===== src/hw/rtl/bthp_pkg.sv =====
// Shared definitions for the BER identifier and length header parser.
// Holds parse phase codes, status codes, default widths and the result control struct.
// No dependencies.
`default_nettype none

package bthp_pkg;

    // Default widths of the tag and length accumulators.
    localparam int TAG_WIDTH_DEFAULT    = 32;
    localparam int LENGTH_WIDTH_DEFAULT = 64;

    // Width and reset value of the maximum long-form length octet count.
    localparam int           MAX_OCT_WIDTH = 4;
    localparam logic [3:0]   MAX_OCT_RESET = 4'd8;

    // Parse phases.
    localparam logic [1:0] PH_ID     = 2'd0;
    localparam logic [1:0] PH_TAG    = 2'd1;
    localparam logic [1:0] PH_LEN    = 2'd2;
    localparam logic [1:0] PH_LENOCT = 2'd3;

    // Header status codes.
    localparam logic [1:0] ST_OK           = 2'd0;
    localparam logic [1:0] ST_RESERVED_LEN = 2'd1;
    localparam logic [1:0] ST_LEN_OVERSIZE = 2'd2;
    localparam logic [1:0] ST_TAG_OVERFLOW = 2'd3;

    // Control side of one decode step: whether a header completes and how.
    typedef struct packed {
        logic       emit;
        logic       indefinite;
        logic [1:0] status;
    } bthp_result_ctrl_t;

endpackage

`default_nettype wire


===== src/hw/rtl/bthp_step.sv =====
// Combinational decode of one header octet against the current parser state.
// Produces the next parser state and, when a header ends, the result values.
// Depends on bthp_pkg.
`default_nettype none

module bthp_step
    import bthp_pkg::*;
#(
    parameter int TAG_WIDTH    = TAG_WIDTH_DEFAULT,
    parameter int LENGTH_WIDTH = LENGTH_WIDTH_DEFAULT
)
(
    input  wire logic [7:0]               byte_value,
    input  wire logic                     restart,
    input  wire logic [MAX_OCT_WIDTH-1:0] max_length_octets,
    input  wire logic [1:0]               phase,
    input  wire logic [TAG_WIDTH-1:0]     tag_acc,
    input  wire logic [LENGTH_WIDTH-1:0]  len_acc,
    input  wire logic [3:0]               octets_left,
    output logic [1:0]                    phase_next,
    output logic [1:0]                    class_next,
    output logic                          constructed_next,
    output logic                          class_load,
    output logic [TAG_WIDTH-1:0]          tag_next,
    output logic [LENGTH_WIDTH-1:0]       len_next,
    output logic [3:0]                    octets_left_next,
    output bthp_result_ctrl_t             ctrl,
    output logic [TAG_WIDTH-1:0]          res_tag,
    output logic [LENGTH_WIDTH-1:0]       res_len
);

    logic [1:0]              phase_eff;
    logic [LENGTH_WIDTH-1:0] len_shift;
    logic [3:0]              left_dec;

    // A restart request overrides the phase and begins a new header.
    assign phase_eff = restart ? PH_ID : phase;
    assign len_shift = {len_acc[LENGTH_WIDTH-9:0], byte_value};
    assign left_dec  = octets_left - 4'd1;

    // Next state and result for this octet.
    always_comb
    begin
        phase_next       = phase_eff;
        class_next       = byte_value[7:6];
        constructed_next = byte_value[5];
        class_load       = 1'b0;
        tag_next         = tag_acc;
        len_next         = len_acc;
        octets_left_next = octets_left;
        ctrl.emit        = 1'b0;
        ctrl.indefinite  = 1'b0;
        ctrl.status      = ST_OK;
        res_tag          = tag_acc;
        res_len          = '0;

        unique case (phase_eff)
            PH_TAG:
            begin
                if (tag_acc[TAG_WIDTH-1 -: 7] != '0)
                begin
                    // Another base-128 group would push bits out of the tag.
                    ctrl.emit   = 1'b1;
                    ctrl.status = ST_TAG_OVERFLOW;
                    res_tag     = '0;
                    phase_next  = PH_ID;
                end
                else
                begin
                    tag_next   = {tag_acc[TAG_WIDTH-8:0], byte_value[6:0]};
                    phase_next = byte_value[7] ? PH_TAG : PH_LEN;
                end
            end

            PH_LEN:
            begin
                if (!byte_value[7])
                begin
                    // Short form length.
                    ctrl.emit  = 1'b1;
                    res_len    = {{(LENGTH_WIDTH-8){1'b0}}, byte_value};
                    phase_next = PH_ID;
                end
                else if (byte_value == 8'h80)
                begin
                    ctrl.emit       = 1'b1;
                    ctrl.indefinite = 1'b1;
                    phase_next      = PH_ID;
                end
                else if (byte_value == 8'hFF)
                begin
                    ctrl.emit   = 1'b1;
                    ctrl.status = ST_RESERVED_LEN;
                    phase_next  = PH_ID;
                end
                else if (byte_value[6:0] > {3'b000, max_length_octets})
                begin
                    ctrl.emit   = 1'b1;
                    ctrl.status = ST_LEN_OVERSIZE;
                    phase_next  = PH_ID;
                end
                else
                begin
                    // Long form: the count fits in four bits once it passed the limit.
                    len_next         = '0;
                    octets_left_next = byte_value[3:0];
                    phase_next       = PH_LENOCT;
                end
            end

            PH_LENOCT:
            begin
                if (len_acc[LENGTH_WIDTH-1 -: 8] != '0)
                begin
                    ctrl.emit   = 1'b1;
                    ctrl.status = ST_LEN_OVERSIZE;
                    phase_next  = PH_ID;
                end
                else
                begin
                    len_next         = len_shift;
                    octets_left_next = left_dec;
                    if (left_dec == 4'd0)
                    begin
                        ctrl.emit  = 1'b1;
                        res_len    = len_shift;
                        phase_next = PH_ID;
                    end
                end
            end

            default:
            begin
                // First identifier octet: class, constructed bit and tag form.
                class_load       = 1'b1;
                len_next         = '0;
                octets_left_next = 4'd0;
                if (byte_value[4:0] == 5'h1F)
                begin
                    tag_next   = '0;
                    phase_next = PH_TAG;
                end
                else
                begin
                    tag_next   = {{(TAG_WIDTH-5){1'b0}}, byte_value[4:0]};
                    phase_next = PH_LEN;
                end
            end
        endcase
    end

endmodule

`default_nettype wire


===== src/hw/rtl/ber_tag_length_header_parser_unit.sv =====
// Usage notes for the BER identifier and length header parser.
// The input channel takes one header octet per request (byte_value, restart) under
// in_valid / in_ready. A restart request makes its octet the first identifier octet.
// The output channel carries one decoded header per request (tag_class, constructed,
// tag_number, content_length, length_indefinite, status) under out_valid / out_ready.
// Octets that do not end a header produce no output request.
// Throughput is one octet per clock unless a finished header waits on a stalled receiver:
// an input register feeds a single decode step whose result lands in the output register,
// and the parser state registers feed back into that step. A header ending on an accepted
// octet is decoded from the input register into the output register for the receiver.
// The configuration port (cfg_wr_en, cfg_wr_data) sets the most long-form length octets;
// the user must write it only while the parser is idle, as the block does not enforce it.
// When the receiver stalls, a finished header waits in the output register; octets that
// end no header keep flowing, and in_ready drops only when a second header would end.
// Reset clears the phase to expect an identifier octet, empties both registers and sets
// the length octet limit to eight.
// Depends on bthp_pkg and bthp_step.
`default_nettype none

module ber_tag_length_header_parser_unit
    import bthp_pkg::*;
#(
    parameter int TAG_WIDTH    = TAG_WIDTH_DEFAULT,
    parameter int LENGTH_WIDTH = LENGTH_WIDTH_DEFAULT
)
(
    input  wire logic                     clk,
    input  wire logic                     rst_n,
    input  wire logic                     cfg_wr_en,
    input  wire logic [MAX_OCT_WIDTH-1:0] cfg_wr_data,
    input  wire logic                     in_valid,
    output logic                          in_ready,
    input  wire logic [7:0]               byte_value,
    input  wire logic                     restart,
    output logic                          out_valid,
    input  wire logic                     out_ready,
    output logic [1:0]                    tag_class,
    output logic                          constructed,
    output logic [TAG_WIDTH-1:0]          tag_number,
    output logic [LENGTH_WIDTH-1:0]       content_length,
    output logic                          length_indefinite,
    output logic [1:0]                    status
);

    logic [MAX_OCT_WIDTH-1:0] max_oct_reg;
    logic                     in_valid_reg;
    logic [7:0]               byte_reg;
    logic                     restart_reg;
    logic [1:0]               phase_reg;
    logic [1:0]               class_reg;
    logic                     constructed_reg;
    logic [TAG_WIDTH-1:0]     tag_acc_reg;
    logic [LENGTH_WIDTH-1:0]  len_acc_reg;
    logic [3:0]               left_reg;
    logic                     out_valid_reg;
    logic [1:0]               out_class_reg;
    logic                     out_constructed_reg;
    logic [TAG_WIDTH-1:0]     out_tag_reg;
    logic [LENGTH_WIDTH-1:0]  out_len_reg;
    logic                     out_indef_reg;
    logic [1:0]               out_status_reg;

    logic [1:0]               phase_next;
    logic [1:0]               class_next;
    logic                     constructed_next;
    logic                     class_load;
    logic [TAG_WIDTH-1:0]     tag_next;
    logic [LENGTH_WIDTH-1:0]  len_next;
    logic [3:0]               left_next;
    bthp_result_ctrl_t        step_ctrl;
    logic [TAG_WIDTH-1:0]     res_tag;
    logic [LENGTH_WIDTH-1:0]  res_len;
    logic                     advance;

    // Decode of the registered octet.
    bthp_step #(
        .TAG_WIDTH    (TAG_WIDTH),
        .LENGTH_WIDTH (LENGTH_WIDTH)
    ) u_step (
        .byte_value        (byte_reg),
        .restart           (restart_reg),
        .max_length_octets (max_oct_reg),
        .phase             (phase_reg),
        .tag_acc           (tag_acc_reg),
        .len_acc           (len_acc_reg),
        .octets_left       (left_reg),
        .phase_next        (phase_next),
        .class_next        (class_next),
        .constructed_next  (constructed_next),
        .class_load        (class_load),
        .tag_next          (tag_next),
        .len_next          (len_next),
        .octets_left_next  (left_next),
        .ctrl              (step_ctrl),
        .res_tag           (res_tag),
        .res_len           (res_len)
    );

    // The held octet is consumed unless it ends a header while the output is full.
    assign advance  = in_valid_reg && (!step_ctrl.emit || !out_valid_reg || out_ready);
    assign in_ready = !in_valid_reg || advance;

    // Configuration register.
    always_ff @(posedge clk or negedge rst_n)
    begin
        if (!rst_n)
        begin
            max_oct_reg <= MAX_OCT_RESET;
        end
        else if (cfg_wr_en)
        begin
            max_oct_reg <= cfg_wr_data;
        end
    end

    // Control state: input valid, parse phase and output valid.
    always_ff @(posedge clk or negedge rst_n)
    begin
        if (!rst_n)
        begin
            in_valid_reg  <= 1'b0;
            phase_reg     <= PH_ID;
            out_valid_reg <= 1'b0;
        end
        else
        begin
            if (in_ready)
            begin
                in_valid_reg <= in_valid;
            end
            if (advance)
            begin
                phase_reg <= phase_next;
            end
            if (advance && step_ctrl.emit)
            begin
                out_valid_reg <= 1'b1;
            end
            else if (out_ready)
            begin
                out_valid_reg <= 1'b0;
            end
        end
    end

    // Input octet register.
    always_ff @(posedge clk)
    begin
        if (in_ready && in_valid)
        begin
            byte_reg    <= byte_value;
            restart_reg <= restart;
        end
    end

    // Header accumulators; the identifier octet initializes them before any use.
    always_ff @(posedge clk)
    begin
        if (advance)
        begin
            tag_acc_reg <= tag_next;
            len_acc_reg <= len_next;
            left_reg    <= left_next;
            if (class_load)
            begin
                class_reg       <= class_next;
                constructed_reg <= constructed_next;
            end
        end
    end

    // Result register.
    always_ff @(posedge clk)
    begin
        if (advance && step_ctrl.emit)
        begin
            out_class_reg       <= class_reg;
            out_constructed_reg <= constructed_reg;
            out_tag_reg         <= res_tag;
            out_len_reg         <= res_len;
            out_indef_reg       <= step_ctrl.indefinite;
            out_status_reg      <= step_ctrl.status;
        end
    end

    assign out_valid         = out_valid_reg;
    assign tag_class         = out_class_reg;
    assign constructed       = out_constructed_reg;
    assign tag_number        = out_tag_reg;
    assign content_length    = out_len_reg;
    assign length_indefinite = out_indef_reg;
    assign status            = out_status_reg;

endmodule

`default_nettype wire

===== config.mk =====
export PLATFORM = sky130hd
export DESIGN_NAME = ber_tag_length_header_parser_unit
export DESIGN_NICKNAME = d
export VERILOG_FILES = /design/src/hw/rtl/bthp_pkg.sv /design/src/hw/rtl/bthp_step.sv /design/src/hw/rtl/ber_tag_length_header_parser_unit.sv
export SDC_FILE = /design/constraint.sdc
export NUM_CORES = 1
export LEC_CHECK = 0
export ABC_AREA = 1
export BUFFER_PORTS_ARGS = -buffer_cell sky130_fd_sc_hd__buf_2
export CAP_MARGIN = 25
export CELL_PAD_IN_SITES_DETAIL_PLACEMENT = 0
export CELL_PAD_IN_SITES_GLOBAL_PLACEMENT = 1
export CORE_MARGIN = 2
export CORE_UTILIZATION = 49
export CTS_BUF_LIST = sky130_fd_sc_hd__clkbuf_4 sky130_fd_sc_hd__clkbuf_8
export CTS_CLUSTER_DIAMETER = 80
export CTS_CLUSTER_SIZE = 16
export DETAILED_ROUTE_END_ITERATION = 12
export PLACE_DENSITY = 0.89
export SYNTH_ARGS = -nofsm -noshare
export SYNTH_HDL_FRONTEND = slang
export SYNTH_SLANG_ARGS = --single-unit

===== constraint.sdc =====
create_clock -name clk -period 5.5 [get_ports clk]
set_clock_uncertainty 0.05 [all_clocks]
set_input_delay 0.55 -clock clk [delete_from_list [all_inputs] [get_ports clk]]
set_output_delay 0.55 -clock clk [all_outputs]
set_load 0.01 [all_outputs]

# Yosys cells after proc, flatten, opt, wreduce, memory -nomap -nowiden
# Cells that the tools add are included.
[op_classes]
eq_ne = 12
bitwise_logic = 3
mux = 50
magnitude_cmp = 1
reduce_logical = 19
add_sub_neg = 1
[ops]
columns = ["cell", "n"]
rows = [
  ["64-bit two-way mux", 7],
  ["64-bit case mux with 3 select lines", 1],
  ["64-bit case mux with 2 select lines", 1],
  ["32-bit two-way mux", 3],
  ["32-bit case mux with 2 select lines", 1],
  ["2-bit two-way mux", 16],
  ["4-bit two-way mux", 5],
  ["8-bit == test, second input constant", 2],
  ["2-bit != test, second input constant", 6],
  ["2-bit case mux with 3 select lines", 2],
  ["4-bit case mux with 3 select lines", 1],
  ["1-bit two-way mux", 10],
  ["8-bit nonzero test", 1],
  ["7-bit by 4-bit > comparator with 1-bit output", 1],
  ["7-bit two-way mux", 1],
  ["7-bit AND reduction", 1],
  ["7-bit nonzero test", 1],
  ["5-bit == test, second input constant", 1],
  ["5-bit two-way mux", 1],
  ["2-bit == test, second input constant", 2],
  ["4-bit logical NOT", 1],
  ["2-bit AND reduction", 2],
  ["4-bit by 1-bit subtractor with 4-bit output, second input constant", 1],
  ["1-bit logical AND", 3],
  ["9 further kinds", 15],
]
[totals]
ff_bits = 222
elab_cells = 103
output_inout_bits = 104

# Logic depth before layout (Yosys ltp)
# Gate-level depths: netlist of run 1.
[depth]
ltp_word = 12
mapped_depth = 15
ltp_nobuf = 15

# Cells and area by module
# From an unflattened synthesis of run 1, not the netlist that was laid out.
[hier_totals]
hier_cells = 850
hier_area_um2 = 9445.3
[by_module_without_submodules]
columns = ["module", "instances", "cells_per_inst", "area_per_inst_um2"]
rows = [
  ["ber_tag_length_header_parser_unit", 1, 254, 6771.5],
  ["bthp_step", 1, 596, 2673.8],
]

# Least setup slack after synthesis of run 1
# No wires, ideal clock.
[synth_path]
path_type = "flip-flop to flip-flop"
startpoint = "reg left_reg[0]"
endpoint = "reg left_reg[0], enable pin"
setup_ps = 494
path_stages_with_launch = 14
path_buffers = 0
arrival_ps = 4294
setup_slack_ps = 662
path_cell_list = "edfxtp_1 -> inv_1 -> ha_1 -> nand2_1 -> clkinv_1 -> nor2_2 -> nor2_4 -> nand2_8 -> nand2_4 -> a21oi_4 -> nand2_4 -> nand2_4 -> nand2_4 -> nor2_1"
[synth_between]
elab_chain_cells = 10
[synth_lines]
columns = ["item", "line_no", "text"]
rows = [
  ["from (decl)", "ber_tag_length_header_parser_unit.sv:54", "logic [3:0] left_reg;"],
  ["from (signal assigned)", "ber_tag_length_header_parser_unit.sv:163", "left_reg <= left_next;"],
  ["4-bit by 1-bit subtractor with 4-bit output", "bthp_step.sv:39", "assign left_dec = octets_left - 4'd1;"],
  ["4-bit logical NOT", "bthp_step.sv:123", "if (left_dec == 4'd0)"],
  ["1-bit two-way mux", "bthp_step.sv:123", ""],
  ["1-bit two-way mux", "bthp_step.sv:113", "if (len_acc[LENGTH_WIDTH-1 -: 8] != '0)"],
  ["1-bit case mux with 3 select lines", "bthp_step.sv:57", "unique case (phase_eff)"],
  ["1-bit logical NOT", "ber_tag_length_header_parser_unit.sv:100", "assign advance = in_valid_reg && (!step_ctrl.emit || !out_valid_reg || out_ready);"],
  ["1-bit logical OR (2 in a row)", "ber_tag_length_header_parser_unit.sv:100", ""],
  ["1-bit logical AND", "ber_tag_length_header_parser_unit.sv:100", ""],
  ["7-bit AND reduction (no source line)", "n/a", ""],
]
# No other way between the ends.
# A chain may end at the register's enable or synchronous reset.

# Final worst setup path of run 1
[layout_path]
startpoint = "reg restart_reg"
endpoint = "out in_ready"
[layout_between]
elab_chain_cells = 8
[layout_lines]
columns = ["item", "line_no", "text"]
rows = [
  ["from (decl)", "ber_tag_length_header_parser_unit.sv:48", "logic restart_reg;"],
  ["from (signal assigned)", "ber_tag_length_header_parser_unit.sv:152", "restart_reg <= restart;"],
  ["2-bit two-way mux *", "bthp_step.sv:37", "assign phase_eff = restart ? PH_ID : phase;"],
  ["2-bit == test / 2-bit by 1-bit == test with 1-bit output (equally long branches)", "bthp_step.sv:57", ""],
  ["1-bit case mux with 3 select lines *", "bthp_step.sv:57", ""],
  ["1-bit logical NOT *", "ber_tag_length_header_parser_unit.sv:100", ""],
  ["1-bit logical OR * (2 in a row)", "ber_tag_length_header_parser_unit.sv:100", ""],
  ["1-bit logical AND *", "ber_tag_length_header_parser_unit.sv:100", ""],
  ["1-bit logical OR *", "ber_tag_length_header_parser_unit.sv:101", "assign in_ready = !in_valid_reg || advance;"],
  ["to (decl)", "ber_tag_length_header_parser_unit.sv:32", "output logic in_ready,"],
]
# Mark *: on every way between the ends. The rest lies on a longest branch, timed or not.

==> summary.txt, run 1 <==
Worst setup path
  • R2r endpoint: content_length[35]$_DFFE_PP_
  • Startpoint type of the worst setup path: flip-flop
  • Setup CP Type: reg -> out
  • Reg-to-reg setup timing slack: 2280 ps
  • Critical path peak fanout: 39
  • Required @ worst endpoint: 4900 ps
  • R2r startpoint: restart_reg$_DFFE_PP_
  • Crit. End Element: output port
  • Worst setup startpoint: restart_reg$_DFFE_PP_
  • CP endpoint: in_ready
  • Endpoint arrival time on the critical path: 2700 ps
  • Worst R2R Path Depth: 8

Route
  • DRC violations left: 9
  • Vias after detailed routing: 4992
  • Drt total wl: 15300 µm
  • Avg WL per Cell: 14.8 µm
  • DR vias/cell: 4.82
  • Final ANT Viol Nets: 0
  • First DRT Iteration DRCs: 454
  • First-pass DRT Iterations: 11

STA
  • Setup violations, final: 0
  • Worst Slack Setup Final: 2200 ps
  • Slew margin rel.: 0.371
  • Slew Limit Fails: 0
  • RSZ-0062 raised after global routing: no
  • Final min period: 3300 ps
  • Min Hold Slack: 169 ps
  • Tcrit/Tclk final: 0.600
  • Achievable clock frequency: 0.303 GHz
  • Final Hold Viols: 0
  • Setup TNS Final: 0 ps
  • Least-Margin Pin Slew: 943 ps

Clocking
  • CTS tree: built
  • Total CTS buffers: 18
  • Root Buffer: clkbuf_8
  • Clock Latency Late Sink: 500 ps
  • H-tree depth: 1
  • CTS max path bufs: 3
  • Clk slew on worst S/H paths: 100 ps
  • Cts repair resizes: 0
  • CTS Sinks: 222

Synth
  • Post-Syn Area per Cell: 13.3 µm²
  • Ranking of synthesized cells by area: edfxtp_1, nor2_1, nor3_2, inv_1, nand2_1
  • Cells after Synth: 682
  • Post-Syn Nets: 706
  • Yosys warns: 0
  • Post-synth top area share: 0.708
  • Mapped Area: 0.00908 mm²
  • Post-synth top area cell: edfxtp_1
  • Unique cell type count in the Yosys netlist: 35
  • FF+latch count, synth: 222
  • Sequential fraction of the synthesis area: 0.730

Floorplanning
  • Core area: 0.0181 mm²
  • Die area: 0.0196 mm²
  • # rows: 49
  • Initial Utilization: 0.502
  • Die Wd: 140 µm
  • Die H: 140 µm
  • Io pins: 122

Power
  • Pleak: 4.01 nW
  • Worst IR drop on VDD: 184 µV
  • P per Cell Area: 309 mW/mm²
  • Total power draw: 3.14 mW

GRT
  • Largest net degree at the start of global routing: 76
  • First-pass GRT wire length: 24200 µm
  • Initial antenna violation count: 1
  • GRT overflow: 0
  • Overall Global Routing Usage: 0.154
  • Vias in the first global route: 4758

Final layout
  • Layout cells sized above 1: 0.304
  • Fill count: 1463
  • Fin util: 0.563
  • Final cell count without fillers: 1036
  • Final nets: 829
  • Synth-to-layout area growth: 12.2%
  • Diode count: 0
  • Final instance area: 0.0102 mm²

Status
  • Status: finished with violations
  • Failing checks: DRC

Place
  • Post-DP HPWL: 10200 µm
  • Final GP Congestion: 0.840
  • Pre-CTS WS: 2250 ps
  • Placed Cells: 1013
  • Post-DP Area: 0.00989 mm²
  • IO buf count: 121

Job
  • Max-cap viol count: 0

Min path
  • HP Class: in -> reg
-- where the power goes --
group | leakage [nW] | switching (mW) | internal [mW] | total [mW]
clock network | 0.150 | 0.497 | 0.320 | 0.817
logic | 1.68 | 0.212 | 0.0807 | 0.292
registers | 2.19 | 0.0374 | 2.00 | 2.03
-- area by class of cell --
cell class,instances,area [µm²],area share
clock buffers,19,262,0.0257
repair buffers,129,688,0.0676
flip-flops and latches,222,6630,0.651
multi-input cells,311,1830,0.180
inverters,123,467,0.0458
clock inverters,3,22.5,0.00221
well taps,229,287,0.0281
-- logic make-up after synthesis --
group | count (synthesis) | share of synthesized area
AND/OR/NAND/NOR | 286 | 0.177
flip-flops | 222 | 0.730
buffers and inverters | 149 | 0.0691
AO/OA/AOI/OAI | 18 | 0.0146
adder cells (fa/ha/maj) | 6 | 0.00827
multiplexers | 1 | 0.00124
-- worst max-delay path, stage by stage (launching register included) --
cell and delay (ps):
edfxtp_1 450, nor2_4 160, nand2_2 420, nor2_4 710
a21oi_4 60, nand2_4 110, nand3_2 100, buf_2 170
-- synth_stat cells (all sizes together) --
library cell and number:
a21oi 3, and2b 1, buf 24, clkbuf 2
clkinv 1, dfrtp 7, dfstp 1, edfxtp 214
ha 6, inv 122, mux2 1, nand2 58
nand3 17, nand4 3, nor2 145, nor3 60
nor4 2, o21ai 5, o22ai 10
-- cells in the final DEF (no fill, tap or decap), drive strengths merged, types with 2 or more instances in the layout --
cell type  Yosys  layout
a21oi          3       3
buf           24     128
clkbuf         2      19
clkinv         1       2
dfrtp          7       7
edfxtp       214     214
ha             6       6
inv          122     124
nand2         58      58
nand3         17      17
nand4          3       3
nor2         145     145
nor3          60      60
nor4           2       2
o21ai          5       5
o22ai         10      10
-- metal layers --
| metal | vias up | global-route usage | part of all wire |
|---|---|---|---|
| li1 | 2489 | - | - |
| met1 | 2339 | 0.216 | 0.45 |
| met2 | 133 | 0.243 | 0.47 |
| met3 | 31 | 0.0332 | 0.054 |
| met4 | 0 | 0.0526 | 0.025 |
| met5 | - | 0 | 0 |
-- what timing repair did --
item | CTS | global route
hold buffers | 1 | 0
setup buffers | 0 | 0
endpoints found under the hold margin | 7 | 0
-- worst min-delay path by stage --
| stage | from | to | slack [ps] | depth (start not counted) |
|---|---|---|---|---|
| after floorplan | rst_n | in_valid_reg$_DFFE_PN0P_ | 200 | 0 |
| after global placement | rst_n | out_valid$_DFFE_PN0P_ | 350 | 1 |
| after detailed placement | rst_n | out_valid$_DFFE_PN0P_ | 350 | 1 |
| after CTS | restart | restart_reg$_DFFE_PP_ | 140 | 1 |
| after global routing | restart | restart_reg$_DFFE_PP_ | 130 | 1 |
| final | restart | restart_reg$_DFFE_PP_ | 170 | 1 |
Note: power is estimated with default switching activity, not from simulation.
==> run 2: changes to the inputs <==
--- a/config.mk
+++ b/config.mk
@@ -5,7 +5,7 @@
 export SDC_FILE = /design/constraint.sdc
 export NUM_CORES = 1
 export LEC_CHECK = 0
-export ABC_AREA = 1
+export ABC_AREA = 0
 export BUFFER_PORTS_ARGS = -buffer_cell sky130_fd_sc_hd__buf_2
 export CAP_MARGIN = 25
 export CELL_PAD_IN_SITES_DETAIL_PLACEMENT = 0
@@ -16,7 +16,7 @@
 export CTS_CLUSTER_DIAMETER = 80
 export CTS_CLUSTER_SIZE = 16
 export DETAILED_ROUTE_END_ITERATION = 12
-export PLACE_DENSITY = 0.89
+export PLACE_DENSITY = 0.88
 export SYNTH_ARGS = -nofsm -noshare
 export SYNTH_HDL_FRONTEND = slang
 export SYNTH_SLANG_ARGS = --single-unit
==> constraint.sdc (replaced) <==
create_clock -name clk -period 3.45 [get_ports clk]
set_clock_uncertainty 0.05 [all_clocks]
set_input_delay 0.345 -clock clk [delete_from_list [all_inputs] [get_ports clk]]
set_output_delay 0.345 -clock clk [all_outputs]
set_load 0.01 [all_outputs]
==> run 2 against run 1 <==
The flow now finishes without violations. Core utilization is 1.6 points higher. Hold slack worse by 130 ps. Sequential power is 90% higher. Register-to-register slack worse by 1900 ps. Global-route usage is 0.47 points higher. Final cell count is 12% lower. Sequential share of layout area is 1.3 points higher. Synthesized cell count is 21% lower. Final area is 2.0% lower. Critical path type unchanged. Critical endpoint unchanged. Highest routed layer unchanged.
==> summary.txt, run 2 <==
Clocking
  • CTS Sinks: 222 (unchanged)
  • H-tree depth: 1 (unchanged)
  • Root Buffer: clkbuf_8 (unchanged)
  • CTS max path bufs: 3 (unchanged)
  • Clock Latency Late Sink: 500 ps (about the same)
  • CTS tree: built (unchanged)
  • Clk slew on worst S/H paths: 110 ps (was 100 ps)
  • Cts repair resizes: 0 (unchanged)
  • Total CTS buffers: 17 (was 18)

Worst setup path
  • Crit. End Element: output port (unchanged)
  • Startpoint type of the worst setup path: flip-flop (unchanged)
  • Worst path buffer plus inverter count: 1 (unchanged)
  • Kind of cell adding the most delay to the critical path: compound AO/OA/AOI/OAI gates (was simple AND/OR/NAND/NOR gates)
  • Reg-to-reg setup timing slack: 410 ps (was 2280 ps)
  • R2r startpoint: byte_reg[2]$_DFFE_PP_ (was restart_reg$_DFFE_PP_)
  • Critical path peak fanout: 8 (was 39)
  • Worst setup startpoint: byte_reg[2]$_DFFE_PP_ (was restart_reg$_DFFE_PP_)
  • Crit path max-delay cell type: edfxtp_1 (was nor2_4)
  • Levels on crit path: 7 (unchanged)
  • Required @ worst endpoint: 3050 ps (was 4900 ps)
  • R2r endpoint: len_acc_reg[5]$_SDFFCE_PN0P_ (was content_length[35]$_DFFE_PP_)
  • CP endpoint: in_ready (unchanged)
  • Setup CP Type: reg -> out (unchanged)
  • Peak per-stage delay on the critical path: 530 ps (was 710 ps)
  • Cell breakdown of the critical path: ha_1 > a211oi_1 > o21ai_1 > a2111oi_4 > o211ai_2 > nand3_1 > buf_2 (was nor2_4 > nand2_2 > nor2_4 > a21oi_4 > nand2_4 > nand3_2 > buf_2)
  • Worst R2R Path Depth: 8 (unchanged)
  • Endpoint arrival time on the critical path: 2640 ps (was 2700 ps)

Power
  • Worst IR drop on VDD: 427 µV (was 184 µV)
  • Psw: 1.71 mW (was 0.746 mW)
  • Sequential Power Share: 0.611 (was 0.647)
  • Combinational Power Share: 0.187 (was 0.093)
  • Clk pwr share: 0.202 (was 0.260)
  • Total power draw: 6.31 mW (was 3.14 mW)
  • Internal power: 4.61 mW (was 2.40 mW)
  • Switching Share: 0.271 (was 0.237)
  • P per Cell Area: 633 mW/mm² (was 309 mW/mm²)
  • Pleak: 3.71 nW (was 4.01 nW)

Final layout
  • Fin util: 0.579 (was 0.563)
  • Layout cells sized above 1: 0.261 (was 0.304)
  • Register area: 0.00663 mm² (unchanged)
  • Fill count: 1341 (was 1463)
  • Diode count: 0 (unchanged)
  • Commonest non-fill, non-tap cell in the layout: edfxtp_1 (unchanged)
  • Final instance area: 0.00998 mm² (was 0.0102 mm²)
  • Synth-to-layout area growth: 15.9% (was 12.2%)
  • Final nets: 706 (was 829)
  • Final cell count without fillers: 912 (was 1036)
  • Most frequent cells in the layout: edfxtp_1, and2_1, buf_2 (was edfxtp_1, nor2_1, buf_2)
  • Area of the multi-input gates: 0.00192 mm² (was 0.00183 mm²)

Route
  • Vias after detailed routing: 4593 (was 4992)
  • DRC violations left: 0 (was 9)
  • First DRT Iteration DRCs: 277 (was 454)
  • Final ANT Viol Nets: 0 (unchanged)
  • Avg WL per Cell: 16.4 µm (was 14.8 µm)
  • DR vias/cell: 5.04 (was 4.82)
  • First-pass DRT Iterations: 4 (was 11)
  • Drt total wl: 15000 µm (was 15300 µm)

STA
  • Least-Margin Pin Slew: 701 ps (was 943 ps)
  • Final min period: 3040 ps
  • RSZ-0062 raised after global routing: no (unchanged)
  • Achievable clock frequency: 0.329 GHz
  • Slew margin rel.: 0.533 (was 0.371)
  • Slew Limit Fails: 0 (unchanged)
  • Setup violations, final: 0 (unchanged)
  • Tcrit/Tclk final: 0.881
  • Final Hold Viols: 0 (unchanged)

Synth
  • Unique cell type count in the Yosys netlist: 49 (was 35)
  • Ys async rst share: 0.0360 (unchanged)
  • Ranking of synthesized cells by area: edfxtp_1, and2_1, nor2b_1, dfrtp_1, ha_1 (was edfxtp_1, nor2_1, nor3_2, inv_1, nand2_1)
  • Most used DFF post-synth: edfxtp_1 (unchanged)
  • Sequential fraction of the synthesis area: 0.770 (was 0.730)
  • FF+latch count, synth: 222 (unchanged)
  • Post-synth top area cell: edfxtp_1 (unchanged)
  • EDFF count, synth: 214 (unchanged)
  • Cell with the most instances after synthesis: edfxtp_1 (unchanged)
  • Yosys warns: 0 (unchanged)
  • Synth top cells by count: edfxtp_1, and2_1, nor2b_1 (was edfxtp_1, nor2_1, inv_1)
  • Post-Syn Area per Cell: 15.9 µm² (was 13.3 µm²)
  • Cells after Synth: 540 (was 682)
  • Post-Syn Nets: 564 (was 706)
  • Post-synth top area share: 0.747 (was 0.708)
  • Mapped Area: 0.00861 mm² (was 0.00908 mm²)

GRT
  • Vias in the first global route: 4531 (was 4758)
  • Overall Global Routing Usage: 0.159 (was 0.154)
  • Largest net degree at the start of global routing: 69 (was 76)
  • First-pass GRT wire length: 22800 µm (was 24200 µm)
  • GRT overflow: 0 (unchanged)
  • Initial antenna violation count: 0 (was 1)

Status
  • Status: complete, no violations (was finished with violations)

Floorplanning
  • Die H: 137 µm (was 140 µm)
  • # rows: 48 (was 49)
  • Initial Utilization: 0.499 (was 0.502)
  • Io pins: 122 (unchanged)
  • Core area: 0.0172 mm² (was 0.0181 mm²)
  • Die Wd: 137 µm (was 140 µm)
  • Die area: 0.0186 mm² (was 0.0196 mm²)

Min path
  • HP Class: in -> reg (unchanged)

Place
  • Placed Cells: 875 (was 1013)
  • IO buf count: 121 (unchanged)
  • Final GP Congestion: 0.835 (was 0.840)
  • Post-DP HPWL: 9830 µm (was 10200 µm)
  • Post-DP Area: 0.00957 mm² (was 0.00989 mm²)

Job
  • Max-cap viol count: 0 (unchanged)
run 2: cell count changes after synthesis, moves of 12 or more:
cell	before	now
and2_1	0	147
buf_2	15	0
clkbuf_1	2	14
inv_1	110	11
inv_2	12	0
nand2_1	49	13
nor2_1	126	18
nor2b_1	0	38
nor3_2	43	1
run 2: worst min-delay path, cell delays in order:
cell and delay, ps:
buf_2 80, nand2_1 40, o21ai_0 70
run 2: per-stage QoR:
stage | setup TNS (ps) | setup WS (ps) | hold WS, ps
after CTS | 0 | 458 | 14.1
after floorplan | -35250 | -425 | -0.591
after global routing | 0 | 304 | 12.1
after detailed placement | 0 | 542 | 160
final | 0 | 410 | 40.2
after global placement | 0 | 639 | 153
run 2: worst min-delay path by stage:
stage                        start                         end  slack, ps  cells after the start
global placement             rst_n       out_valid$_DFFE_PN0P_        150                      1
CTS                      cfg_wr_en  max_oct_reg[1]$_DFFE_PN0P_         10                      2
global route        cfg_wr_data[2]  max_oct_reg[2]$_DFFE_PN0P_         10                      3
detailed placement           rst_n       out_valid$_DFFE_PN0P_        160                      1
finish              cfg_wr_data[2]  max_oct_reg[2]$_DFFE_PN0P_         40                      3
floorplan                    rst_n    in_valid_reg$_DFFE_PN0P_       -0.6                      0
run 2: timing repair:
action / 4_1_cts / 5_1_grt
endpoints found under the hold margin: 20 / 0
buffers inserted: 0 / 0
hold buffers: 13 / 0
setup endpoints to repair: 0 / 0
run 2: area by class of cell:
| class | instances | area share |
|---|---|---|
| Inverter | 11 | 0.00414 |
| Clock inverter | 1 | 0.000376 |
| Clock buffer | 23 | 0.0280 |
| Timing Repair Buffer | 142 | 0.0823 |
| Tap cell | 225 | 0.0282 |
| Multi-Input combinational cell | 288 | 0.193 |
| Sequential cell | 222 | 0.664 |
run 2: per-layer routing:
layer,part of all wire,wire [µm],track usage,up-vias
met5,0,0,0,-
met4,0.027,410,0.0550,0
met3,0.052,783,0.0267,31
met2,0.50,7520,0.273,141
met1,0.42,6290,0.206,2227
li1,-,-,-,2194
run 2: power groups by stage:
stage / clock [mW] / sequential [mW] / combinational, mW
final: 1.27 / 3.86 / 1.18
after global routing: 1.40 / 3.91 / 1.30
after CTS: 1.31 / 3.86 / 1.20
after detailed placement: 0 / 3.92 / 1.18
after global placement: 0 / 3.90 / 1.15
after floorplan: 0 / 4.02 / 0.588
run 2: kinds of logic (layout without fill, tap and decap cells):
kind of cell	after synthesis	count (layout)	synth area share
AO/OA/AOI/OAI	26	26	0.0230
XOR/XNOR	2	2	0.00204
buffers and inverters	30	177	0.0138
multiplexers	3	3	0.00480
adder cells (fa/ha/maj)	6	6	0.00872
AND/OR/NAND/NOR	251	251	0.178
flip-flops	222	222	0.770
==> run 3: changes to the inputs <==
--- a/config.mk
+++ b/config.mk
@@ -8,15 +8,16 @@
 export ABC_AREA = 0
 export BUFFER_PORTS_ARGS = -buffer_cell sky130_fd_sc_hd__buf_2
 export CAP_MARGIN = 25
-export CELL_PAD_IN_SITES_DETAIL_PLACEMENT = 0
-export CELL_PAD_IN_SITES_GLOBAL_PLACEMENT = 1
+export CELL_PAD_IN_SITES_DETAIL_PLACEMENT = 1
+export CELL_PAD_IN_SITES_GLOBAL_PLACEMENT = 2
 export CORE_MARGIN = 2
-export CORE_UTILIZATION = 49
+export CORE_UTILIZATION = 43
 export CTS_BUF_LIST = sky130_fd_sc_hd__clkbuf_4 sky130_fd_sc_hd__clkbuf_8
 export CTS_CLUSTER_DIAMETER = 80
 export CTS_CLUSTER_SIZE = 16
 export DETAILED_ROUTE_END_ITERATION = 12
-export PLACE_DENSITY = 0.88
+export HOLD_SLACK_MARGIN = 0.06
+export PLACE_DENSITY = 0.89
 export SYNTH_ARGS = -nofsm -noshare
 export SYNTH_HDL_FRONTEND = slang
 export SYNTH_SLANG_ARGS = --single-unit
==> run 3 against run 2 <==
Global-route usage grew 1.1 points. Sequential power about the same. Via count rose by 3.0%. Sequential cell count stayed put. Hold slack gained 120 ps. Highest routed layer unchanged. Largest cell class unchanged. Combinational power about the same. Critical path type is now reg -> reg. Core utilization is 6.0 points lower.
==> summary.txt, run 3 (synthesis results as in run 2) <==
Status
  • Status: complete, no violations (unchanged)

Route
  • Avg WL per Cell: 18.7 µm (was 16.4 µm)
  • Final ANT Viol Nets: 0 (unchanged)
  • Vias after detailed routing: 4731 (was 4593)
  • DRC violations left: 0 (unchanged)
  • Drt total wl: 18000 µm (was 15000 µm)
  • First DRT Iteration DRCs: 385 (was 277)
  • DR vias/cell: 4.93 (was 5.04)
  • First-pass DRT Iterations: 5 (was 4)

Floorplanning
  • Io pins: 122 (unchanged)
  • Die area: 0.0212 mm² (was 0.0186 mm²)
  • Core area: 0.0195 mm² (was 0.0172 mm²)
  • # rows: 51 (was 48)
  • Die Wd: 145 µm (was 137 µm)
  • Initial Utilization: 0.441 (was 0.499)
  • Die H: 145 µm (was 137 µm)

Worst setup path
  • Reg-to-reg setup timing slack: 470 ps (was 410 ps)
  • Setup CP Type: reg -> reg (was reg -> out)
  • Worst R2R Path Depth: 8 (unchanged)
  • Crit. End Element: flip-flop (was output port)
  • Startpoint type of the worst setup path: flip-flop (unchanged)
  • Critical path peak fanout: 68 (was 8)
  • Required @ worst endpoint: 3560 ps (was 3050 ps)
  • Endpoint arrival time on the critical path: 3090 ps (was 2640 ps)

Place
  • Post-DP Area: 0.00962 mm² (was 0.00957 mm²)
  • Post-DP HPWL: 11800 µm (was 9830 µm)
  • Final GP Congestion: 0.807 (was 0.835)
  • IO buf count: 121 (unchanged)

STA
  • Least-Margin Pin Slew: 683 ps (was 701 ps)
  • Setup violations, final: 0 (unchanged)
  • Slew margin rel.: 0.545 (was 0.533)
  • Slew Limit Fails: 0 (unchanged)
  • RSZ-0062 raised after global routing: no (unchanged)
  • Final Hold Viols: 0 (unchanged)
  • Tcrit/Tclk final: 0.863 (was 0.881)
  • Final min period: 2980 ps (was 3040 ps)
  • Achievable clock frequency: 0.336 GHz (was 0.329 GHz)

Clocking
  • CTS tree: built (unchanged)
  • Cts-stage hold buffer count: 19 (was 13)
  • H-tree depth: 1 (unchanged)
  • CTS max path bufs: 3 (unchanged)
  • Total CTS buffers: 18 (was 17)
  • CTS Sinks: 222 (unchanged)
  • Setup bufs post-CTS: 0 (unchanged)
  • Clk slew on worst S/H paths: 110 ps (about the same)
  • Cts repair resizes: 0 (unchanged)
  • Root Buffer: clkbuf_8 (unchanged)
  • Clock Latency Late Sink: 530 ps (was 500 ps)

Min path
  • HP Class: in -> async (was in -> reg)

Power
  • Total power draw: 6.50 mW (was 6.31 mW)
  • Pleak: 3.76 nW (was 3.71 nW)
  • Worst IR drop on VDD: 336 µV (was 427 µV)
  • P per Cell Area: 642 mW/mm² (was 633 mW/mm²)

Final layout
  • Synth-to-layout area growth: 17.7% (was 15.9%)
  • Commonest non-fill, non-tap cell in the layout: edfxtp_1 (unchanged)
  • Most frequent cells in the layout: edfxtp_1, and2_1, buf_2 (unchanged)
  • Final instance area: 0.0101 mm² (was 0.00998 mm²)
  • Diode count: 0 (unchanged)
  • Layout cells sized above 1: 0.262 (was 0.261)
  • Final nets: 713 (was 706)

GRT
  • First-pass GRT wire length: 28400 µm (was 22800 µm)
  • GRT overflow: 0 (unchanged)
  • Initial antenna violation count: 0 (unchanged)
  • Vias in the first global route: 5149 (was 4531)
  • Overall Global Routing Usage: 0.170 (was 0.159)
  • Largest net degree at the start of global routing: 103 (was 69)

Job
  • Max-cap viol count: 0 (unchanged)
==> run 3: per-layer routing <==
layer,up-vias,track usage,wire (µm),part of all wire
met5,-,0,0,0
met4,0,0.0451,374,0.021
met3,26,0.0295,716,0.040
met2,118,0.309,9550,0.53
met1,2377,0.209,7340,0.41
li1,2210,-,-,-
==> run 3: worst paths after layout <==
check / from / end
worst max-delay path: byte_reg[1]$_DFFE_PP_ / len_acc_reg[53]$_SDFFCE_PN0P_
worst max register to register: byte_reg[1]$_DFFE_PP_ / len_acc_reg[53]$_SDFFCE_PN0P_
max in group asynchronous: rst_n / max_oct_reg[3]$_DFFE_PN1P_
worst min register to register: constructed_reg$_DFFE_PP_ / constructed$_DFFE_PP_
min in group clk: out_ready / out_valid$_DFFE_PN0P_
worst min-delay path: rst_n / phase_reg[1]$_DFFE_PN0P_
==> run 3: power breakdown <==
group	internal (mW)	switching, mW
combinational	0.415	0.799
clock	0.571	0.829
sequential	3.68	0.206
==> run 3: area by class of cell <==
type / instances / area, µm²
Clock buffer: 24 / 299
Tap cell: 265 / 332
Fill cell: 1991 / 9400
Clock inverter: 2 / 25.0
Multi-Input combinational cell: 288 / 1920
Inverter: 11 / 41.3
Timing Repair Buffer: 148 / 881
Sequential cell: 222 / 6630
==> run 3: metrics by stage <==
stage | TNS (ps) | std cells | hold slack [ps] | utilization | setup WS (ps)
finish | 0 | 960 | 159 | 0.519 | 474
global route | 0 | 960 | 167 | 0.519 | 287
CTS | 0 | 960 | 120 | 0.519 | 465
detailed placement | 0 | 915 | 170 | 0.492 | 575
global placement | 0 | 915 | 158 | 0.492 | 663
floorplan | -35250 | 540 | -0.591 | - | -425
==> run 3: worst max-delay path, stage by stage (launching register included) <==
cell,delay (ps)
edfxtp_1,530
ha_1,330
nand2_1,80
o22a_2,240
a2111oi_4,360
o211ai_2,160
a21bo_2,280
nor3_4,190
buf_12,350
